--- src/nnwa_ram.sv ---
// nnwa_ram: generic simple dual-port ram, one write and one registered read port
// no dependencies
module nnwa_ram #(
    parameter int WIDTH = 16,
    parameter int DEPTH = 256
) (
    input  logic                     clk,
    input  logic                     we,
    input  logic [$clog2(DEPTH)-1:0] waddr,
    input  logic [WIDTH-1:0]         wdata,
    input  logic [$clog2(DEPTH)-1:0] raddr,
    output logic [WIDTH-1:0]         rdata
);

    logic [WIDTH-1:0] mem [DEPTH];

    // write port and registered read
    always_ff @(posedge clk)
    begin
        if (we)
        begin
            mem[waddr] <= wdata;
        end
        rdata <= mem[raddr];
    end

endmodule

--- config.mk ---
export PLATFORM = sky130hd
export DESIGN_NAME = nnwa_ram
export DESIGN_NICKNAME = d
export VERILOG_FILES = /design/src/nnwa_ram.sv
export SDC_FILE = /design/constraint.sdc
export NUM_CORES = 2
export LEC_CHECK = 0
export BUFFER_PORTS_ARGS = -buffer_cell sky130_fd_sc_hd__buf_2
export CORE_MARGIN = 4
export CORE_UTILIZATION = 50
export CTS_CLUSTER_DIAMETER = 60
export DETAILED_ROUTE_END_ITERATION = 12
export PLACE_DENSITY = 0.73
export SLEW_MARGIN = 30
export SYNTH_ARGS = -nofsm -noshare
export SYNTH_HDL_FRONTEND = slang
export SYNTH_SLANG_ARGS = --single-unit
--- constraint.sdc ---
create_clock -name clk -period 6.9 [get_ports clk]
set_clock_uncertainty 0.05 [all_clocks]
set_input_delay 0.345 -clock clk [delete_from_list [all_inputs] [get_ports clk]]
set_output_delay 0.345 -clock clk [all_outputs]
set_load 0.01 [all_outputs]
==> metrics <==
outcome finished, final reports clean; Max Fclk 250 MHz; total wire length 406000 µm; I/O Buffers between 40 and 50; fin crit share 0.579; Synth Net Count 7394; area leader, netlist edfxtp_1; LEAKAGE about 56 nW; FF-to-FF End rdata[7]$_DFF_P_; min cycle time layout ~4.0 ns; sequential share of power 0.536; Final GP Congestion about 0.93; Critical R2R Launch mem[131][7]$_DFFE_PP_; final hold violations 0; final-stage net count 7784; CTS clock-pin slew for the worst setup and hold paths roughly 0.060 ns; number of remaining DRC errors 0; Avg Inst Size Synth roughly 22 µm²; most common cell after layout, fill and taps aside edfxtp_1; Hold Crit Class in2reg; Gate power share 0.049; worst endpoint required time roughly 7.7 ns; crit path capture rdata[9]$_DFF_P_; R2R depth 7; pin count of the biggest net entering global routing about 190; Relative slew margins 0.253; fillers 22400; YS warnings 0; share of total power in the clock network 0.415; CTS buffer count a little under 400; first-pass GRT wire length about 580000 µm; Seq/Total Area, Yosys 0.777; layout cell share with drive strength beyond 1 0.240; pwr dens slightly below 300 nW/µm²; Crit Path Max Fanout 79; post-DP HPWL ~230000 µm; Setup crit end kind register; die width about 570 µm; clk buf depth 4; setup violators final 0; vias in the first global route 78800; Main synth FF type edfxtp_1; cell mode on critical path buf_12; Cell Area, Synth ~160000 µm²; switching pwr ~11 mW; H-tree levels 5; Pint 40.7 mW; post_cts resized 0; Critical-path top delay cell o221ai_1; most frequent cells in the layout 4096 x edfxtp_1, 797 x mux4_2, 565 x mux2i_1; WP data arrival 4.74 ns; crit start category input pin; 1st-iter DRT viols between 10000 and 15000; Tightest Pin Transition between 1 and 1.5 ns; post-CTS setup buffers 0; WS Path Type in2reg; antenna-violating nets left 0; Die ar. between 300000 and 400000 µm²; Max stage delay on crit path around 0.6 ns; CTS tree built; number of synthesized flops with an enable pin around 4100; RSZ-0062 raised after global routing no; Total GRT Usage 0.247; post-synth cell types 52; switching share of total power 0.210; max-slew violations 0; crit path launch raddr[0]; drt wl/cell between 30 and 40 µm; Min Hold Slack roughly 0.21 ns; total gr overflow 0; count of hold-fix buffers inserted at cts 13; initial antenna violation count 17; Synth top area share 0.775; largest cells by area after synthesis edfxtp_1 77%, mux4_2 11%, mux2i_1 3.6%, o221ai_1 1.4%, nor2_1 0.72%; later-pin clock latency in the skew report approximately 0.94 ns; IO Pins 50; VDD IR max 250 µV; Mapped Cells about 7400; Async SR Flop Fraction 0; R2R setup slack approximately 3.6 ns; Site Rows 206; DRT Pass-1 Iters 6; CORE AREA about 320000 µm²; MaxCap Viol Count 0; vias per cell ~6.6; Worst Hold Path Cells 3; synthesis-stage register bit count roughly 4000; die extent in y 571 µm; P&R area growth vs syn 12.4%; Initial Util 0.503; clock root buffer clkbuf_16; Critical Path, Cell by Cell buf_12 -> buf_12 -> buf_12 -> buf_12 -> mux2i_1 -> o221ai_1 -> o32ai_1 -> a21oi_1 -> nand4_1 -> nor4_1; total negative slack 0 ns; critical hold path startpoint we; Via Count roughly 80000; clk sink count 4112
-- worst min-delay path by stage --
stage | endpoint | slack [ns]
2_1_floorplan | mem[0][0]$_DFFE_PP_ | 0.39
3_3_place_gp | mem[127][0]$_DFFE_PP_ | 0.76
3_5_place_dp | rdata[14] | 0.76
4_1_cts | mem[100][11]$_DFFE_PP_ | 0.004
5_1_grt | mem[26][10]$_DFFE_PP_ | 0.22
6_report | mem[26][13]$_DFFE_PP_ | 0.21
-- flip-flops by register name, summed over array words and instances, names as in the netlist --
signal  count
mem      4096
rdata      16
-- logic make-up (layout without fill, tap and decap cells) --
logic type / after synthesis / count (layout) / synth area share
flip-flops: 4112 / 4112 / 0.777
multiplexers: 1450 / 1450 / 0.155
AO/OA/AOI/OAI: 786 / 786 / 0.0354
AND/OR/NAND/NOR: 556 / 556 / 0.0157
buffers and inverters: 456 / 1161 / 0.0169
other: 0 / 13 / 0
-- worst max-delay path: cells and delay by family --
family | cells | cell delay (ns)
and+or+nand+nor | 2 | 0.95
muxes | 1 | 0.15
buffers and inverters | 4 | 1.69
AOI/OAI and AO/OA | 3 | 1.27
-- through the flow --
step	util	total power [mW]	area, µm²	std cells	setup slack, ns
floorplan	-	29.4	159000	7360	4.34
detailed placement	0.524	30.6	165000	11500	2.15
CTS	0.564	51.6	178000	12200	3.09
finish	0.565	51.5	178000	12200	2.91
global placement	0.523	30.5	165000	11500	2.14
global route	0.565	52.9	178000	12200	2.76
-- cells in the mapped netlist, drive strengths merged, types with 2 or more instances --
cell type and number:
and3 11, inv 4, o21ai 38, nand4 26, a21oi 175, or3 2, a221oi 28, a2111oi 6
a31oi 6, a22oi 43, or2 5, nor2b 9, nand2b 3, and2 2, a211oi 18, nor2 304
and4 2, buf 222, o221ai 253, a21o 2, nor3 92, nand2 38, dfxtp 16, nand4b 3
o22ai 148, mux2i 565, nor4bb 2, o31ai 16, nor4 18, edfxtp 4096, a22o 32, o32ai 21
nand3 35, mux2 88, mux4 797, clkbuf 230
-- per-layer routing --
layer / share of wire / GRT usage
met1: 0.36 / 0.339
met2: 0.48 / 0.386
met5: 0.000054 / 0
met4: 0.056 / 0.118
met3: 0.11 / 0.0470
-- power groups by stage --
| stage | combinational, mW | sequential [mW] | clock, mW |
|---|---|---|---|
| floorplan | 1.36 | 28.1 | 0 |
| global placement | 2.40 | 28.1 | 0 |
| detailed placement | 2.47 | 28.1 | 0 |
| CTS | 2.49 | 27.6 | 21.6 |
| global route | 2.62 | 27.6 | 22.7 |
| finish | 2.52 | 27.6 | 21.4 |
-- area by class of cell --
class / count / area, µm² / area share
Sequential cell: 4112 / 123000 / 0.692
Multi-Input combinational cell: 2792 / 33000 / 0.185
Clock buffer: 483 / 10200 / 0.0573
Tap cell: 4160 / 5200 / 0.0292
Timing Repair Buffer: 452 / 3990 / 0.0224
Clock inverter: 222 / 2490 / 0.0140
Antenna cell: 13 / 32.5 / 0.000182
Inverter: 4 / 27.5 / 0.000154
Note: power is estimated with default switching activity, not from simulation.
