`config.mk`:
```
export PLATFORM = sky130hd
export DESIGN_NAME = nnwa_best
export DESIGN_NICKNAME = d
export VERILOG_FILES = /design/src/nnwa_pkg.sv /design/src/nnwa_best.sv
export SDC_FILE = /design/constraint.sdc
export NUM_CORES = 1
export LEC_CHECK = 0
export BUFFER_PORTS_ARGS = -buffer_cell sky130_fd_sc_hd__buf_2
export CAP_MARGIN = 20
export CORE_UTILIZATION = 40
export CTS_CLUSTER_DIAMETER = 30
export DETAILED_ROUTE_END_ITERATION = 16
export MAX_ROUTING_LAYER = met4
export PLACE_DENSITY = 0.76
export SKIP_CTS_REPAIR_TIMING = 1
export SLEW_MARGIN = 20
export SYNTH_ARGS = -nofsm -noshare
export SYNTH_HDL_FRONTEND = slang
export SYNTH_SLANG_ARGS = --single-unit
```
`constraint.sdc`:
```
create_clock -name clk -period 1.8 [get_ports clk]
set_input_delay 0.36 -clock clk [delete_from_list [all_inputs] [get_ports clk]]
set_output_delay 0.36 -clock clk [all_outputs]
set_load 0.02 [all_outputs]
```
`src/nnwa_pkg.sv`:
```
// nnwa_pkg: shared widths and control types for the nearest-neighbor walk block
// no dependencies; compiled first
package nnwa_pkg;

    // fixed field widths of the channels and the configuration register
    localparam int EDGE_WEIGHT_BITS = 16;
    localparam int VERTEX_BITS      = 5;
    localparam int NODE_COUNT_BITS  = 5;

    // lower bound that node_count is clamped to
    localparam int MIN_NODES = 2;

    // control from the walk sequencer to the best-candidate unit
    typedef struct packed {
        logic clear;   // start a new scan
        logic sample;  // a read word is present this cycle
    } scan_ctl_t;

endpackage

```
`src/nnwa_best.sv`:
```
// nnwa_best: tracks the lightest edge to an unvisited vertex over one row scan
// depends on nnwa_pkg for scan_ctl_t
module nnwa_best import nnwa_pkg::*; #(
    parameter int WEIGHT_BITS = 16,
    parameter int IDX_BITS    = 4
) (
    input  logic                   clk,
    input  logic                   rst_n,
    input  scan_ctl_t              ctl,
    input  logic [IDX_BITS-1:0]    col,
    input  logic [WEIGHT_BITS-1:0] weight,
    input  logic                   col_visited,
    output logic                   found,
    output logic [IDX_BITS-1:0]    best_col
);

    logic                   found_reg, found_next;
    logic [WEIGHT_BITS-1:0] best_w_reg, best_w_next;
    logic [IDX_BITS-1:0]    best_col_reg, best_col_next;
    logic                   take;

    // strictly lighter wins, so the lower column keeps a tie
    assign take = ctl.sample && (weight != '0) && !col_visited
                  && (!found_reg || (weight < best_w_reg));

    always_comb
    begin
        priority if (ctl.clear)
        begin
            found_next    = 1'b0;
            best_w_next   = '1;
            best_col_next = '0;
        end
        else if (take)
        begin
            found_next    = 1'b1;
            best_w_next   = weight;
            best_col_next = col;
        end
        else
        begin
            found_next    = found_reg;
            best_w_next   = best_w_reg;
            best_col_next = best_col_reg;
        end
    end

    always_ff @(posedge clk or negedge rst_n)
    begin
        if (!rst_n)
        begin
            found_reg    <= 1'b0;
            best_w_reg   <= '1;
            best_col_reg <= '0;
        end
        else
        begin
            found_reg    <= found_next;
            best_w_reg   <= best_w_next;
            best_col_reg <= best_col_next;
        end
    end

    assign found    = found_reg;
    assign best_col = best_col_reg;

endmodule

```
==> reports/results.ini <==
[sta]
hold_ws_ns=-0.00121
period_share=1.16
slew_viol_final=0
finClkSkew_ns=0.00651
max_freq_mhz=478
setup_ws_ns=-0.294
relSlewSlack=0.677
post-route-min-period_ns=2.09
setup-tns-final_ns=-5.19
worstMarginPinSlew_ns=0.484
setup_viol=20
rsz0062_at_grt=yes
hold_viol_final=4

[outcome]
violations=hold timing, setup timing
status=complete, but fails checks

[route]
vias=1164
post_drt_wl_per_cell_um=12.3
first_pass_iters=4
routed_wirelength_mm=3.01
dr.first_iter.drc_count=32
ant_nets=0
via_per_inst=4.77
drc=0

[critical_path]
cp_max_fo=7
critPathCaptureType=register
critPathArrivalTime_ns=2.33
crit_required_ns=2.04
crit_type=register to register
critPathLaunchType=register

[floorplanning]
dieArea_um2=3720
dieHeight_um=61.0
ios=30
rows=21
start_util=0.418
coreArea_um2=3340
fp.dieW_um=61.0

[power_and_ir_drop]
switchingPower_uw=305
ir_drop_uv=419
power-per-cell-area_nw_per_um2=545
pwr-share-seq=0.507
switching_share=0.294
power.leakage_nw=1.06
clock_power_share=0.226
combPwrFrac=0.267
p_total_mw=1.04
intPower_uw=732

[synthesis]
synth_area_per_cell_um2=9.42
yosys_warnings=0
synth_nets=188
ys_ff_latch=21
syn_inst=148
yosysSeqAreaShare=0.391
synth_cell_types=24
syn_area_um2=1390

[global_route]
grtUsageTotal=0.173
overflow=0
grt_pass1_vias=1110
grt_pass1_wl_mm=4.66
grt_max_degree=38
antenna_found_initial=0

[placement]
numPortBuffers=29
gp_congestion=0.775
post-dp-hpwl_mm=2.16
placedCellCount=238

[cts]
ctsLongestPathBuffers=2
clockRootBuffer=clkbuf_4
clock_latency_ns=0.30
clk_pin_slew_worst_paths_ns=0.13
cts_tree=done
ctsHtreeMaxLevel=1
clkSinkCount=21
cts_made_buffers=3

[job]
cap_violations=0

[min_path]
hold_class=input port to async pin

[finish]
layout-drive-gt1-share=0.449
largest_reg_flops=16
final_cells=244
final_nets=239
syn2layout_area_growth_pct=36.5
diodes=0

-- worst paths after layout --
| check | cells past startpoint | slack [ns] | from | end |
|---|---|---|---|---|
| setup / recovery | 8 | -0.29 | best_w_reg[2]$_DFFE_PN1P_ | best_w_reg[6]$_DFFE_PN1P_ |
| hold / removal | 1 | -0.001 | rst_n | best_col[0]$_DFFE_PN0P_ |
| setup reg to reg | 8 | -0.29 | best_w_reg[2]$_DFFE_PN1P_ | best_w_reg[6]$_DFFE_PN1P_ |
| hold reg to reg | 2 | 0.53 | best_w_reg[3]$_DFFE_PN1P_ | best_w_reg[3]$_DFFE_PN1P_ |
| max in group asynchronous | 1 | 1.45 | rst_n | best_w_reg[0]$_DFFE_PN1P_ |
| min in group clk | 3 | 0.29 | col[3] | best_col[3]$_DFFE_PN0P_ |
-- through the flow --
step	utilization	hold slack (ns)	setup slack, ns	area (um^2)
floorplan	-	0.0644	-0.0951	1410
global placement	0.522	0.338	-0.261	1740
detailed placement	0.522	0.349	-0.300	1740
CTS	0.530	0.00181	-0.331	1770
global route	0.570	0.0112	-0.387	1900
finish	0.570	-0.00121	-0.294	1900
-- layout by cell type, fill, tap and decap left out, drive strengths merged --
cell,n
buf,51
nor2,36
mux2i,20
dfstp,16
inv,16
ha,15
nand2b,9
dfrtp,5
nor4,4
clkbuf,4
a21oi,4
nand3,3
nand2,3
and4,1
o21ai,1
a221oi,1
nand4,1
or2b,1
a211o,1
a31oi,1
a21o,1
o311a,1
a41oi,1
o221ai,1
clkinv,1
-- power groups by stage --
stage / clock network (mW) / registers [mW] / logic (mW)
4_1_cts: 0.246 / 0.525 / 0.243
2_1_floorplan: 0 / 0.537 / 0.123
6_report: 0.235 / 0.526 / 0.277
5_1_grt: 0.266 / 0.529 / 0.308
3_3_place_gp: 0 / 0.531 / 0.236
3_5_place_dp: 0 / 0.532 / 0.241
-- cell families after synthesis --
group / synth area share
simple gates: 0.190
buf+inv: 0.0700
compound gates: 0.0700
flops: 0.391
fa+ha+maj: 0.135
mux: 0.144
-- synth_stat cells --
master     n  share of area
inv_1     16          0.043
buf_6      2          0.016
nor2_1    36          0.097
or2b_1     1         0.0054
nand4_1    1         0.0045
nand3_1    3          0.011
and4_1     1         0.0063
o221ai_2   1          0.011
ha_1      15           0.13
a31oi_1    1         0.0045
dfstp_2   16           0.30
a21oi_1    4          0.014
a211o_1    1         0.0063
a41oi_2    1          0.012
o21ai_0    1         0.0036
dfrtp_1    5          0.090
a221oi_1   1         0.0063
a21o_1     1         0.0054
o311a_1    1         0.0072
mux2i_1   20           0.14
nand2b_1   9          0.040
nand2_1    3         0.0081
nor4_1     4          0.018
clkbuf_1   4          0.011
-- area by class of cell --
class,count,area [um^2]
Multi-Input combinational cell,105,861
Inverter,16,60.1
Timing Repair Buffer,52,352
Fill cell,315,1430
Sequential cell,21,546
Clock buffer,3,22.5
Tap cell,46,57.6
Clock inverter,1,5.00
-- metal layers --
layer	share of wire	track usage
met5	0	-
met4	0.0020	0.0292
met3	0.033	0.0231
met2	0.47	0.295
met1	0.49	0.224
-- critical path, cell delays in order (launching register included) --
cell and delay (ns):
dfstp_2 0.56, inv_2 0.04, ha_4 0.26, a211o_1 0.13, a31oi_2 0.04, o311a_1 0.33, o221ai_4 0.24, clkbuf_16 0.22
mux2i_1 0.19
Note: power is estimated with default switching activity, not from simulation.
